--- src/design/tatr_pkg.sv ---
`timescale 1ns / 1ps
`default_nettype none

package tatr_pkg;

    // default widths of the sample and coordinate fields
    localparam int DEF_ADC_BITS   = 12;
    localparam int DEF_COORD_BITS = 12;

    // screen size registers are fixed at 13 bits
    localparam int SIZE_BITS = 13;
    localparam int STEP_W    = $clog2(SIZE_BITS);

    // configuration register indexes
    localparam int CFG_IDX_BITS = 3;
    localparam logic [CFG_IDX_BITS-1:0] REG_X_AD_START    = 3'd0;
    localparam logic [CFG_IDX_BITS-1:0] REG_X_AD_END      = 3'd1;
    localparam logic [CFG_IDX_BITS-1:0] REG_Y_AD_START    = 3'd2;
    localparam logic [CFG_IDX_BITS-1:0] REG_Y_AD_END      = 3'd3;
    localparam logic [CFG_IDX_BITS-1:0] REG_SWAP_AXES     = 3'd4;
    localparam logic [CFG_IDX_BITS-1:0] REG_SCREEN_WIDTH  = 3'd5;
    localparam logic [CFG_IDX_BITS-1:0] REG_SCREEN_HEIGHT = 3'd6;

    // configuration reset values
    localparam int RST_AD_START      = 0;
    localparam int RST_AD_END        = 4095;
    localparam int RST_SCREEN_WIDTH  = 320;
    localparam int RST_SCREEN_HEIGHT = 240;

    // queue between classifier and mapper
    localparam int QUEUE_DEPTH = 2;

    // manhattan distance that must be exceeded to report a move
    localparam int MOVE_THRESHOLD = 2;

    // mapper sequencer
    typedef enum logic [1:0] {
        BK_IDLE,
        BK_MUL,
        BK_DIV,
        BK_UPD
    } back_state_t;

endpackage

`default_nettype wire

--- src/design/touch_adc_to_screen_tracker_core.sv ---
// the mapper handles one item at a time, in the states issue (idle), multiply,
//   13-step restoring divide with one quotient bit per axis per cycle, and update,
//   where it waits while the result register is stalled
// out-of-span items skip multiply and divide; a 2-entry queue decouples input from mapper
// reset (rst_n, async, active low): calibration registers to defaults, point at origin,
//   released, queue and result register empty
`timescale 1ns / 1ps
`default_nettype none

module touch_adc_to_screen_tracker_core
    import tatr_pkg::*;
#(
    parameter int ADC_BITS   = DEF_ADC_BITS,
    parameter int COORD_BITS = DEF_COORD_BITS
)
(
    input  wire logic                    clk,
    input  wire logic                    rst_n,
    input  wire logic                    s_tvalid,
    output logic                         s_tready,
    input  wire logic [((2*ADC_BITS+7)/8)*8-1:0]   s_tdata,  // raw_x, raw_y
    output logic                         m_tvalid,
    input  wire logic                    m_tready,
    output logic [((2+2*COORD_BITS+7)/8)*8-1:0]    m_tdata,  // pressed, pos_x, pos_y, moved
    input  wire logic                    cfg_we,
    input  wire logic [CFG_IDX_BITS-1:0] cfg_idx,
    input  wire logic [((ADC_BITS > SIZE_BITS) ? ADC_BITS : SIZE_BITS)-1:0] cfg_data
);

    localparam int IN_W   = ((2 * ADC_BITS + 7) / 8) * 8;
    localparam int OUT_W  = ((2 + 2 * COORD_BITS + 7) / 8) * 8;
    localparam int ITEM_W = 1 + 4 * ADC_BITS;

    logic [ADC_BITS-1:0]  x_start_reg;
    logic [ADC_BITS-1:0]  x_end_reg;
    logic [ADC_BITS-1:0]  y_start_reg;
    logic [ADC_BITS-1:0]  y_end_reg;
    logic                 swap_reg;
    logic [SIZE_BITS-1:0] width_reg;
    logic [SIZE_BITS-1:0] height_reg;

    logic                 push;
    logic [ITEM_W-1:0]    push_data;
    logic                 q_full;
    logic                 q_pop;
    logic [ITEM_W-1:0]    q_data;
    logic                 q_valid;

    // calibration register writes
    always_ff @(posedge clk or negedge rst_n)
    begin
        if (!rst_n)
        begin
            x_start_reg <= ADC_BITS'(RST_AD_START);
            x_end_reg   <= ADC_BITS'(RST_AD_END);
            y_start_reg <= ADC_BITS'(RST_AD_START);
            y_end_reg   <= ADC_BITS'(RST_AD_END);
            swap_reg    <= 1'b0;
            width_reg   <= SIZE_BITS'(RST_SCREEN_WIDTH);
            height_reg  <= SIZE_BITS'(RST_SCREEN_HEIGHT);
        end
        else if (cfg_we)
        begin
            case (cfg_idx)
                REG_X_AD_START:    x_start_reg <= cfg_data[ADC_BITS-1:0];
                REG_X_AD_END:      x_end_reg   <= cfg_data[ADC_BITS-1:0];
                REG_Y_AD_START:    y_start_reg <= cfg_data[ADC_BITS-1:0];
                REG_Y_AD_END:      y_end_reg   <= cfg_data[ADC_BITS-1:0];
                REG_SWAP_AXES:     swap_reg    <= cfg_data[0];
                REG_SCREEN_WIDTH:  width_reg   <= cfg_data[SIZE_BITS-1:0];
                REG_SCREEN_HEIGHT: height_reg  <= cfg_data[SIZE_BITS-1:0];
                default:           swap_reg    <= swap_reg;
            endcase
        end
    end

    // classifier
    tatr_front #(
        .ADC_BITS (ADC_BITS),
        .ITEM_W   (ITEM_W),
        .IN_W     (IN_W)
    ) u_front (
        .clk       (clk),
        .rst_n     (rst_n),
        .s_tvalid  (s_tvalid),
        .s_tready  (s_tready),
        .s_tdata   (s_tdata),
        .x_start   (x_start_reg),
        .x_end     (x_end_reg),
        .y_start   (y_start_reg),
        .y_end     (y_end_reg),
        .swap      (swap_reg),
        .q_full    (q_full),
        .push      (push),
        .push_data (push_data)
    );

    // queue of classified samples
    tatr_queue #(
        .WIDTH (ITEM_W),
        .DEPTH (QUEUE_DEPTH)
    ) u_queue (
        .clk       (clk),
        .rst_n     (rst_n),
        .push      (push),
        .push_data (push_data),
        .full      (q_full),
        .pop       (q_pop),
        .pop_data  (q_data),
        .not_empty (q_valid)
    );

    // mapper and tracker
    tatr_back #(
        .ADC_BITS   (ADC_BITS),
        .COORD_BITS (COORD_BITS),
        .ITEM_W     (ITEM_W),
        .OUT_W      (OUT_W)
    ) u_back (
        .clk        (clk),
        .rst_n      (rst_n),
        .q_valid    (q_valid),
        .q_pop      (q_pop),
        .q_data     (q_data),
        .width_cfg  (width_reg),
        .height_cfg (height_reg),
        .m_tvalid   (m_tvalid),
        .m_tready   (m_tready),
        .m_tdata    (m_tdata)
    );

endmodule

`default_nettype wire

--- src/design/tatr_front.sv ---
`timescale 1ns / 1ps
`default_nettype none

module tatr_front
    import tatr_pkg::*;
#(
    parameter int ADC_BITS = DEF_ADC_BITS,
    parameter int ITEM_W   = 1 + 4 * DEF_ADC_BITS,
    parameter int IN_W     = 24
)
(
    input  wire logic                clk,
    input  wire logic                rst_n,
    input  wire logic                s_tvalid,
    output logic                     s_tready,
    input  wire logic [IN_W-1:0]     s_tdata,     // raw_x, raw_y
    input  wire logic [ADC_BITS-1:0] x_start,
    input  wire logic [ADC_BITS-1:0] x_end,
    input  wire logic [ADC_BITS-1:0] y_start,
    input  wire logic [ADC_BITS-1:0] y_end,
    input  wire logic                swap,
    input  wire logic                q_full,
    output logic                     push,
    output logic [ITEM_W-1:0]        push_data
);

    logic                valid_reg;
    logic                valid_next;
    logic [ITEM_W-1:0]   item_reg;
    logic [ITEM_W-1:0]   item_next;

    logic [ADC_BITS-1:0] raw_x;
    logic [ADC_BITS-1:0] raw_y;
    logic [ADC_BITS-1:0] ax;
    logic [ADC_BITS-1:0] ay;
    logic [ADC_BITS-1:0] dx;
    logic [ADC_BITS-1:0] dy;
    logic [ADC_BITS-1:0] sx;
    logic [ADC_BITS-1:0] sy;
    logic                x_ok;
    logic                y_ok;
    logic                accept;

    assign raw_x = s_tdata[ADC_BITS-1:0];
    assign raw_y = s_tdata[2*ADC_BITS-1:ADC_BITS];

    // classify: swap, span check, distance from start and span length
    always_comb
    begin
        ax = swap ? raw_y : raw_x;
        ay = swap ? raw_x : raw_y;
        if (x_start <= x_end)
        begin
            x_ok = (ax >= x_start) && (ax <= x_end);
            sx   = x_end - x_start;
        end
        else
        begin
            x_ok = (ax >= x_end) && (ax <= x_start);
            sx   = x_start - x_end;
        end
        if (y_start <= y_end)
        begin
            y_ok = (ay >= y_start) && (ay <= y_end);
            sy   = y_end - y_start;
        end
        else
        begin
            y_ok = (ay >= y_end) && (ay <= y_start);
            sy   = y_start - y_end;
        end
        dx = (ax >= x_start) ? ax - x_start : x_start - ax;
        dy = (ay >= y_start) ? ay - y_start : y_start - ay;
    end

    // one-entry stage ahead of the queue
    assign push     = valid_reg && !q_full;
    assign s_tready = !valid_reg || !q_full;
    assign accept   = s_tvalid && s_tready;
    assign push_data = item_reg;

    always_comb
    begin
        valid_next = valid_reg;
        item_next  = item_reg;
        if (push)
        begin
            valid_next = 1'b0;
        end
        if (accept)
        begin
            valid_next = 1'b1;
            item_next  = {x_ok && y_ok, sy, dy, sx, dx};
        end
    end

    always_ff @(posedge clk or negedge rst_n)
    begin
        if (!rst_n)
        begin
            valid_reg <= 1'b0;
        end
        else
        begin
            valid_reg <= valid_next;
        end
    end

    always_ff @(posedge clk)
    begin
        item_reg <= item_next;
    end

endmodule

`default_nettype wire

--- src/design/tatr_queue.sv ---
`timescale 1ns / 1ps
`default_nettype none

module tatr_queue
    import tatr_pkg::*;
#(
    parameter int WIDTH = 1 + 4 * DEF_ADC_BITS,
    parameter int DEPTH = QUEUE_DEPTH
)
(
    input  wire logic             clk,
    input  wire logic             rst_n,
    input  wire logic             push,
    input  wire logic [WIDTH-1:0] push_data,
    output logic                  full,
    input  wire logic             pop,
    output logic [WIDTH-1:0]      pop_data,
    output logic                  not_empty
);

    localparam int PTR_W = (DEPTH > 1) ? $clog2(DEPTH) : 1;
    localparam int CNT_W = $clog2(DEPTH + 1);

    logic [WIDTH-1:0] mem_reg [DEPTH];
    logic [PTR_W-1:0] wr_ptr_reg;
    logic [PTR_W-1:0] wr_ptr_next;
    logic [PTR_W-1:0] rd_ptr_reg;
    logic [PTR_W-1:0] rd_ptr_next;
    logic [CNT_W-1:0] count_reg;
    logic [CNT_W-1:0] count_next;
    logic             do_push;
    logic             do_pop;

    assign full      = (count_reg == CNT_W'(DEPTH));
    assign not_empty = (count_reg != '0);
    assign do_push   = push && !full;
    assign do_pop    = pop && not_empty;
    assign pop_data  = mem_reg[rd_ptr_reg];

    // pointer and fill count update
    always_comb
    begin
        wr_ptr_next = wr_ptr_reg;
        rd_ptr_next = rd_ptr_reg;
        count_next  = count_reg;
        if (do_push)
        begin
            wr_ptr_next = (wr_ptr_reg == PTR_W'(DEPTH - 1)) ? '0 : wr_ptr_reg + 1'b1;
        end
        if (do_pop)
        begin
            rd_ptr_next = (rd_ptr_reg == PTR_W'(DEPTH - 1)) ? '0 : rd_ptr_reg + 1'b1;
        end
        if (do_push && !do_pop)
        begin
            count_next = count_reg + 1'b1;
        end
        else if (do_pop && !do_push)
        begin
            count_next = count_reg - 1'b1;
        end
    end

    always_ff @(posedge clk or negedge rst_n)
    begin
        if (!rst_n)
        begin
            wr_ptr_reg <= '0;
            rd_ptr_reg <= '0;
            count_reg  <= '0;
        end
        else
        begin
            wr_ptr_reg <= wr_ptr_next;
            rd_ptr_reg <= rd_ptr_next;
            count_reg  <= count_next;
        end
    end

    // entry storage
    always_ff @(posedge clk)
    begin
        if (do_push)
        begin
            mem_reg[wr_ptr_reg] <= push_data;
        end
    end

endmodule

`default_nettype wire

--- src/design/tatr_back.sv ---
`timescale 1ns / 1ps
`default_nettype none

module tatr_back
    import tatr_pkg::*;
#(
    parameter int ADC_BITS   = DEF_ADC_BITS,
    parameter int COORD_BITS = DEF_COORD_BITS,
    parameter int ITEM_W     = 1 + 4 * DEF_ADC_BITS,
    parameter int OUT_W      = 32
)
(
    input  wire logic                 clk,
    input  wire logic                 rst_n,
    input  wire logic                 q_valid,
    output logic                      q_pop,
    input  wire logic [ITEM_W-1:0]    q_data,
    input  wire logic [SIZE_BITS-1:0] width_cfg,
    input  wire logic [SIZE_BITS-1:0] height_cfg,
    output logic                      m_tvalid,
    input  wire logic                 m_tready,
    output logic [OUT_W-1:0]          m_tdata    // pressed, pos_x, pos_y, moved
);

    localparam int SB    = SIZE_BITS;
    localparam int PW    = ADC_BITS + SB;
    localparam int CW    = (SB > COORD_BITS) ? SB : COORD_BITS;
    localparam int DW    = COORD_BITS + 1;
    localparam logic [CW-1:0] COORD_MAX = CW'((1 << COORD_BITS) - 1);

    back_state_t         state_reg;
    back_state_t         state_next;
    logic                out_free;
    logic                do_update;

    // item being mapped
    logic                span_ok_reg;
    logic [ADC_BITS-1:0] dx_reg;
    logic [ADC_BITS-1:0] sx_reg;
    logic [ADC_BITS-1:0] dy_reg;
    logic [ADC_BITS-1:0] sy_reg;

    // divider state per axis: partial remainder and dividend/quotient shifter
    logic [ADC_BITS-1:0] remx_reg;
    logic [ADC_BITS-1:0] remx_next;
    logic [SB-1:0]       lox_reg;
    logic [SB-1:0]       lox_next;
    logic [ADC_BITS-1:0] remy_reg;
    logic [ADC_BITS-1:0] remy_next;
    logic [SB-1:0]       loy_reg;
    logic [SB-1:0]       loy_next;
    logic [STEP_W-1:0]   step_reg;
    logic [STEP_W-1:0]   step_next;

    // tracker state
    logic [COORD_BITS-1:0] last_x_reg;
    logic [COORD_BITS-1:0] last_x_next;
    logic [COORD_BITS-1:0] last_y_reg;
    logic [COORD_BITS-1:0] last_y_next;
    logic                  touch_reg;
    logic                  touch_next;
    logic                  moved;

    logic                  out_valid_reg;
    logic                  out_valid_next;
    logic [OUT_W-1:0]      out_data_reg;
    logic [OUT_W-1:0]      out_data_next;

    logic [SB-1:0]         mx;
    logic [SB-1:0]         my;
    logic [PW-1:0]         prod_x;
    logic [PW-1:0]         prod_y;
    logic [ADC_BITS:0]     trial_x;
    logic [ADC_BITS:0]     trial_y;
    logic [CW-1:0]         qx;
    logic [CW-1:0]         qy;
    logic [COORD_BITS-1:0] px;
    logic [COORD_BITS-1:0] py;
    logic [COORD_BITS-1:0] adx;
    logic [COORD_BITS-1:0] ady;
    logic [DW-1:0]         move_sum;

    assign out_free = !out_valid_reg || m_tready;

    // next state
    always_comb
    begin
        state_next = state_reg;
        case (state_reg)
            BK_IDLE:
            begin
                if (q_valid)
                begin
                    state_next = q_data[4*ADC_BITS] ? BK_MUL : BK_UPD;
                end
            end
            BK_MUL:
            begin
                state_next = BK_DIV;
            end
            BK_DIV:
            begin
                if (step_reg == STEP_W'(SB - 1))
                begin
                    state_next = BK_UPD;
                end
            end
            BK_UPD:
            begin
                if (out_free)
                begin
                    state_next = BK_IDLE;
                end
            end
            default:
            begin
                state_next = BK_IDLE;
            end
        endcase
    end

    // sequencer outputs
    always_comb
    begin
        q_pop     = 1'b0;
        do_update = 1'b0;
        case (state_reg)
            BK_IDLE:
            begin
                q_pop = q_valid;
            end
            BK_UPD:
            begin
                do_update = out_free;
            end
            default:
            begin
                q_pop     = 1'b0;
                do_update = 1'b0;
            end
        endcase
    end

    // products of distance and screen size minus one
    always_comb
    begin
        mx     = (width_cfg == '0) ? '0 : width_cfg - 1'b1;
        my     = (height_cfg == '0) ? '0 : height_cfg - 1'b1;
        prod_x = PW'(dx_reg) * PW'(mx);
        prod_y = PW'(dy_reg) * PW'(my);
    end

    // restoring divide, one quotient bit per axis per cycle
    always_comb
    begin
        remx_next = remx_reg;
        lox_next  = lox_reg;
        remy_next = remy_reg;
        loy_next  = loy_reg;
        step_next = step_reg;
        trial_x   = {remx_reg, lox_reg[SB-1]};
        trial_y   = {remy_reg, loy_reg[SB-1]};
        if (state_reg == BK_MUL)
        begin
            remx_next = prod_x[PW-1:SB];
            lox_next  = prod_x[SB-1:0];
            remy_next = prod_y[PW-1:SB];
            loy_next  = prod_y[SB-1:0];
            step_next = '0;
        end
        else if (state_reg == BK_DIV)
        begin
            step_next = step_reg + 1'b1;
            if (trial_x >= {1'b0, sx_reg})
            begin
                remx_next = ADC_BITS'(trial_x - {1'b0, sx_reg});
                lox_next  = {lox_reg[SB-2:0], 1'b1};
            end
            else
            begin
                remx_next = trial_x[ADC_BITS-1:0];
                lox_next  = {lox_reg[SB-2:0], 1'b0};
            end
            if (trial_y >= {1'b0, sy_reg})
            begin
                remy_next = ADC_BITS'(trial_y - {1'b0, sy_reg});
                loy_next  = {loy_reg[SB-2:0], 1'b1};
            end
            else
            begin
                remy_next = trial_y[ADC_BITS-1:0];
                loy_next  = {loy_reg[SB-2:0], 1'b0};
            end
        end
    end

    // zero span maps to 0, large quotients saturate
    always_comb
    begin
        qx  = (sx_reg == '0) ? '0 : CW'(lox_reg);
        qy  = (sy_reg == '0) ? '0 : CW'(loy_reg);
        px  = (qx > COORD_MAX) ? '1 : qx[COORD_BITS-1:0];
        py  = (qy > COORD_MAX) ? '1 : qy[COORD_BITS-1:0];
        adx = (px > last_x_reg) ? px - last_x_reg : last_x_reg - px;
        ady = (py > last_y_reg) ? py - last_y_reg : last_y_reg - py;
        move_sum = DW'(adx) + DW'(ady);
    end

    // tracker update and result register
    always_comb
    begin
        last_x_next    = last_x_reg;
        last_y_next    = last_y_reg;
        touch_next     = touch_reg;
        moved          = 1'b0;
        out_valid_next = out_valid_reg && !m_tready;
        out_data_next  = out_data_reg;
        if (do_update)
        begin
            if (!span_ok_reg)
            begin
                touch_next = 1'b0;
            end
            else if (move_sum > DW'(MOVE_THRESHOLD))
            begin
                last_x_next = px;
                last_y_next = py;
                touch_next  = 1'b1;
                moved       = 1'b1;
            end
            out_valid_next = 1'b1;
            out_data_next  = OUT_W'({moved, last_y_next, last_x_next, touch_next});
        end
    end

    assign m_tvalid = out_valid_reg;
    assign m_tdata  = out_data_reg;

    always_ff @(posedge clk or negedge rst_n)
    begin
        if (!rst_n)
        begin
            state_reg     <= BK_IDLE;
            step_reg      <= '0;
            last_x_reg    <= '0;
            last_y_reg    <= '0;
            touch_reg     <= 1'b0;
            out_valid_reg <= 1'b0;
        end
        else
        begin
            state_reg     <= state_next;
            step_reg      <= step_next;
            last_x_reg    <= last_x_next;
            last_y_reg    <= last_y_next;
            touch_reg     <= touch_next;
            out_valid_reg <= out_valid_next;
        end
    end

    // payload registers
    always_ff @(posedge clk)
    begin
        if (q_pop)
        begin
            dx_reg      <= q_data[ADC_BITS-1:0];
            sx_reg      <= q_data[2*ADC_BITS-1:ADC_BITS];
            dy_reg      <= q_data[3*ADC_BITS-1:2*ADC_BITS];
            sy_reg      <= q_data[4*ADC_BITS-1:3*ADC_BITS];
            span_ok_reg <= q_data[4*ADC_BITS];
        end
        remx_reg     <= remx_next;
        lox_reg      <= lox_next;
        remy_reg     <= remy_next;
        loy_reg      <= loy_next;
        out_data_reg <= out_data_next;
    end

endmodule

`default_nettype wire

--- config.mk ---
export PLATFORM = sky130hd
export DESIGN_NAME = touch_adc_to_screen_tracker_core
export DESIGN_NICKNAME = d
export VERILOG_FILES = /design/src/design/tatr_pkg.sv /design/src/design/touch_adc_to_screen_tracker_core.sv /design/src/design/tatr_front.sv /design/src/design/tatr_queue.sv /design/src/design/tatr_back.sv
export SDC_FILE = /design/constraint.sdc
export NUM_CORES = 2
export LEC_CHECK = 0
export ABC_AREA = 1
export BUFFER_PORTS_ARGS = -buffer_cell sky130_fd_sc_hd__buf_2
export CORE_MARGIN = 2
export CORE_UTILIZATION = 42
export CTS_CLUSTER_SIZE = 16
export DETAILED_ROUTE_END_ITERATION = 16
export SLEW_MARGIN = 20
export SYNTH_ARGS = -nofsm -noshare
export SYNTH_HDL_FRONTEND = slang
export SYNTH_SLANG_ARGS = --single-unit
--- constraint.sdc ---
create_clock -name clk -period 15.05 [get_ports clk]
set_input_delay 2.2575 -clock clk [delete_from_list [all_inputs] [get_ports clk]]
set_output_delay 2.2575 -clock clk [all_outputs]
set_load 0.01 [all_outputs]
Word-level counts from Yosys, hierarchy flattened
Memory sizes are Yosys's and may differ from the RTL's.
Cells that the tools add are included.
W data, S select, Z words.
{"block": "totals", "regBits": 286, "ram_bits": 98, "inputBits": 45, "output_inout_bits": 34, "word_cells": 176, "n_memories": 1}
{"block": "classes", "add_sub_neg": 22, "n_mul": 2, "magnitude_cmp": 17, "n_eq_ne": 14, "n_mux": 53, "reduce_logical": 38}
{"memory": "u_queue.mem_reg", "depth": 2, "width": 49, "read_ports": 1, "rd_clocked_by_memory_dff": 0, "write_ports": 1, "line_no": "tatr_queue.sv:24", "rtl": "logic [WIDTH-1:0] mem_reg [DEPTH];"}
{"operator": "$mux W12", "n": 20}
{"operator": "$sub A12 B12 Y12", "n": 14}
{"operator": "$mux W13", "n": 8}
{"operator": "$le A12 B12 Y1", "n": 6}
{"operator": "$mul A12 B13 Y25", "n": 2}
{"operator": "$ge A12 B12 Y1", "n": 4}
{"operator": "$ge A13 B12 Y1", "n": 2}
{"operator": "$gt A13 B12 Y1 const B", "n": 2}
{"operator": "$logic_not A13 Y1", "n": 2}
{"operator": "$sub A13 B1 Y13 const B", "n": 2}
{"operator": "$gt A12 B12 Y1", "n": 2}
{"operator": "$logic_not A12 Y1", "n": 2}
{"operator": "$mux W1", "n": 16}
{"operator": "$reduce_and A2 Y1", "n": 7}
{"operator": "$add A12 B12 Y13", "n": 1}
{"operator": "$gt A13 B2 Y1 const B", "n": 1}
{"operator": "$logic_and A1 B1 Y1", "n": 12}
{"operator": "$mux W2", "n": 6}
{"operator": "$eq A3 B3 Y1 const B", "n": 3}
{"operator": "$mux W4", "n": 2}
{"operator": "$pmux W2 S4", "n": 1}
{"operator": "$reduce_bool A2 Y1", "n": 4}
{"operator": "$eq A2 B2 Y1 const B", "n": 3}
{"operator": "$eq A3 B2 Y1 const B", "n": 2}
{"operator": "other kinds (13)", "n": 22}

Depth between registers and ports, before layout
{"block": "depth", "ltp_word": 10, "mapped_depth": 38, "ltp_nobuf": 34}

By module
Synthesis repeated with hierarchy kept, for this count alone.
{"block": "unflattened", "cells_unflattened": 4487, "hier_area_um2": 35683.0}
{"module": "tatr_back", "n_inst": 1, "cells_each": 2742, "area_per_inst_um2": 21199.1}
{"module": "tatr_front", "n_inst": 1, "cells_each": 1116, "area_per_inst_um2": 7581.0}
{"module": "tatr_queue", "n_inst": 1, "cells_each": 288, "area_per_inst_um2": 3852.4}
{"module": "touch_adc_to_screen_tracker_core", "n_inst": 1, "cells_each": 341, "area_per_inst_um2": 3050.4}

Worst setup path after synthesis
OpenSTA, ideal clock, no wires.
{"block": "synth_timing", "kind": "reg-to-reg", "from": "reg height_reg[0]", "to": "reg u_back.remy_reg[5], data pin", "arrival_time_ns": 5.494, "required_ns": 14.792, "setup_slack_ns": 9.298, "stages_incl_launch_ff": 29, "n_path_buf": 0, "path_cell_list": "dfrtp_1 -> inv_1 -> ha_1 -> nand2_1 -> nor2_1 -> nand3_1 -> or2_2 -> nor2_1 -> nor2_2 -> inv_1 -> nor2_1 -> fa_1 -> inv_1 -> fa_1 -> inv_1 -> fa_1 -> inv_1 -> fa_1 -> fa_1 -> inv_1 -> ha_1 -> nand2_1 -> nor2_1 -> inv_1 -> o21ai_0 -> a21oi_1 -> and2_1 -> o21ai_0 -> nand2_1"}
{"block": "synth_between", "elab_chain_cells": 4, "word_cells_on_any_way": 5, "cone_classes": "add/sub: 1; mul: 1; mux: 2; reduce/logical: 1"}
{"item": "start, declared", "line_no": "touch_adc_to_screen_tracker_core.sv:40", "rtl": "logic [SIZE_BITS-1:0] height_reg;"}
{"item": "start signal, assigned", "line_no": "touch_adc_to_screen_tracker_core.sv:60", "rtl": "height_reg <= SIZE_BITS'(RST_SCREEN_HEIGHT);"}
{"item": "start signal, assigned", "line_no": "touch_adc_to_screen_tracker_core.sv:71", "rtl": "REG_SCREEN_HEIGHT: height_reg <= cfg_data[SIZE_BITS-1:0];"}
{"item": "$sub A13 B1 Y13 / $logic_not A13 Y1 (equally long branches)", "line_no": "tatr_back.sv:148", "rtl": "my = (height_cfg == '0) ? '0 : height_cfg - 1'b1;"}
{"item": "$mux W13 *", "line_no": "tatr_back.sv:148"}
{"item": "$mul A12 B13 Y25 *", "line_no": "tatr_back.sv:150", "rtl": "prod_y = PW'(dy_reg) * PW'(my);"}
{"item": "$mux W12 *", "line_no": "tatr_back.sv:163", "rtl": "if (state_reg == BK_MUL)"}
{"item": "net u_back.remy_next[5]", "line_no": "tatr_back.sv:49", "rtl": "logic [ADC_BITS-1:0] remy_next;"}
{"item": "end signal, assigned", "line_no": "tatr_back.sv:274", "rtl": "remy_reg <= remy_next;"}
{"item": "end, declared", "line_no": "tatr_back.sv:48", "rtl": "logic [ADC_BITS-1:0] remy_reg;"}
The timed path passes the listed nets; every way through them passes the cells marked *.
A chain may end at the register's enable or synchronous reset.

Worst setup path after layout
Ends and elaborated chain as after synthesis.

==> results.json <==
{
  "ys_types": 55,
  "worst_setup_path_start_kind": "flip-flop",
  "dieArea_um2": 85300,
  "finalCritPeriodShare_pct": 44.2,
  "ys_seq_area_share_pct": 31.6,
  "overflow": 0,
  "status": "finished, final reports clean",
  "globalplace.congestion": 0.937,
  "nFillCells": 8085,
  "cts_tree": "done",
  "critical_path_required_ps": 15380,
  "cts_htree_levels": 2,
  "fin_skew_ps": 32.1,
  "cap_violations": 0,
  "synthFlopType": "edfxtp_1",
  "slowest_stage": "nor2_1",
  "wl_per_cell_um": 16.8,
  "setup_tns_ps": 0,
  "insertion_delay_ps": 610,
  "synthCells": 4268,
  "cp_max_fo": 10,
  "synth_top_family_by_area": "adder cells",
  "fin_nets": 4907,
  "num_rows": 105,
  "rsz0062_at_grt": "no",
  "grt_max_degree": 66,
  "post_cts_buffers": 0,
  "yosysTopAreaCellShare_pct": 23.4,
  "n_antenna_cell": 0,
  "dr.pass1.iters": 8,
  "worstSetupPathType": "reg -> reg",
  "slew_viol_final": 0,
  "ys_seq_elements": 384,
  "clkTransAtPathRegs_ps": 60,
  "finalWorstSetupSlack_ps": 8390,
  "period_needed_ps": 6660,
  "synth_fa_ha_area_share_pct": 25.5,
  "start_util_pct": 42.5,
  "synth_compound_area_share_pct": 10.3,
  "synth_xor_xnor_area_share_pct": 3.39,
  "slowest_delay_ps": 850,
  "port-buffer-count": 72,
  "worst_pin_slew_ps": 1120,
  "dieWidth_um": 292,
  "place_hpwl_mm": 71.5,
  "cts.hold.buffers_added": 0,
  "layout-drive-gt1-share_pct": 6.07,
  "drcViolationCount": 0,
  "routed_wl_mm": 90.8,
  "ys_top_cells_by_area": "edfxtp_1 (23%), fa_1 (13%), ha_1 (12%)",
  "ant_nets": 0,
  "numCtsBuffers": 47,
  "vias": 27800,
  "dp_slack_ps": 8490,
  "synth_area_leader_cell": "edfxtp_1",
  "hold_viol": 0,
  "setup_violations": 0,
  "io_pins": 79,
  "avgViaCountPerCell": 5.14,
  "slew_headroom_pct": 25.3,
  "hp-class": "reg -> reg",
  "core_area_um2": 82100,
  "die_h_um": 292,
  "synth_area_um2": 34900,
  "grt_first_pass_wirelength_mm": 147,
  "grt_usage_pct": 21.5,
  "synthMuxAreaShare_pct": 0.115,
  "grt_pass1_vias": 27500,
  "fin_util_pct": 46.1,
  "ys_warn_count": 0,
  "crit_arrival_ps": 6990,
  "synth_edf_count": 272,
  "cts-root-buf": "clkbuf_16",
  "cts_sinks": 384,
  "syn_avg_cell_area_um2": 8.17,
  "clockBufferDepth": 3,
  "largest_reg_flops": 98,
  "drt_iter0_drc": 1789,
  "async_flop_share_pct": 29.2,
  "crit_path_end_kind": "flip-flop",
  "max_freq_mhz": 150,
  "yosys.area_share.simple_pct": 19.8,
  "area_growth_pct": 8.51,
  "antenna_found_initial": 5,
  "cts-resized-gates": 0
}
Yosys cell counts (all sizes together) (4+ instances only):
library cell  instances
a211oi                5
o2111ai               9
a21oi               228
fa                  235
nand3               166
xnor2                33
nor3                 22
o21bai               10
edfxtp              272
mux2i                 4
and2                 28
o21a                  7
inv                 727
or2                  33
o21ai               318
clkinv                6
dfrtp                82
ha                  334
nor2                293
a21o                 27
o211ai               25
dfstp                30
clkbuf               78
nand2              1073
nand4                36
a31oi                11
buf                  33
o31ai                 4
nor4                 18
xor2                102
a221oi                9
layer usage:
metal | global-route usage, % | up-vias | part of all wire [%]
met5 | 0 | - | 0
met3 | 2.16 | 119 | 4.7
met1 | 30.4 | 13200 | 47
met2 | 35.3 | 675 | 46
li1 | - | 13700 | -
met4 | 5.37 | 0 | 2.3
cells by family after synthesis:
kind of cell / Yosys count
adders and majority gates: 569
DFF: 384
xor gates and xnor gates: 135
buffers and inverters: 844
other: 1
and+or+nand+nor: 1674
AOI/OAI and AO/OA: 657
muxes: 4
final timing paths:
path	from	endpoint	slack, ps	depth (start not counted)
setup / recovery	height_reg[0]$_DFFE_PN0P_	u_back.remy_reg[5]$_DFFE_PP_	8390	25
hold / removal	u_front.push_data[11]$_DFFE_PP_	u_queue.mem_reg[1][11]$_DFFE_PP_	440	0
setup reg to reg	height_reg[0]$_DFFE_PN0P_	u_back.remy_reg[5]$_DFFE_PP_	8390	25
hold reg to reg	u_front.push_data[11]$_DFFE_PP_	u_queue.mem_reg[1][11]$_DFFE_PP_	440	0
max in group asynchronous	rst_n	width_reg[1]$_DFFE_PN0P_	11820	3
min in group asynchronous	rst_n	u_back.last_y_reg[8]$_DFFE_PN0P_	1510	1
stage by stage:
step / std cells / hold WS [ps] / instance area, um2
final: 5402 / 444 / 37800
after CTS: 5402 / 444 / 37800
after floorplan: 4273 / 421 / 34900
after global placement: 5314 / 423 / 36200
after global routing: 5402 / 456 / 37800
after detailed placement: 5314 / 430 / 36200
placed cells by master, fill, tap and decap left out, types with 6 or more instances in the layout:
cell type	instances
nand2_1	1067
inv_1	715
ha_1	333
o21ai_0	303
nor2_1	284
edfxtp_1	272
fa_1	235
a21oi_1	227
nand3_1	162
xor2_1	102
dfrtp_1	82
buf_2	71
clkbuf_16	48
nand4_1	35
or2_2	33
xnor2_1	33
dfstp_2	30
and2_1	28
a21o_1	27
o211ai_1	25
nor3_1	21
nor4_1	17
o21ai_1	13
inv_2	11
a31oi_1	11
buf_4	11
o21bai_1	10
a221oi_1	9
o2111ai_1	9
clkbuf_8	9
clkbuf_1	9
clkinv_1	7
nor2_2	7
o21a_1	7
clkinv_2	6
conb_1	6
worst max-delay path: cells and delay by family (launching register included):
family,cells,cell delay (ps)
AOI/OAI and AO/OA,3,720
adders and majority gates,7,2970
buffers and inverters,5,420
DFF,1,380
and+or+nand+nor,10,1920
layout make-up:
| cell class | count | area, um2 | share of cell area (%) |
|---|---|---|---|
| multi-input cells | 3045 | 20700 | 54.6 |
| well taps | 1070 | 1340 | 3.54 |
| clock inverters | 22 | 275 | 0.728 |
| repair buffers | 82 | 438 | 1.16 |
| inverters | 733 | 2760 | 7.28 |
| flip-flops and latches | 384 | 11000 | 29.1 |
| clock buffers | 66 | 1360 | 3.59 |
Power is not shown: default switching activity piles up to over one toggle a cycle in this logic, so the estimate is an artifact.
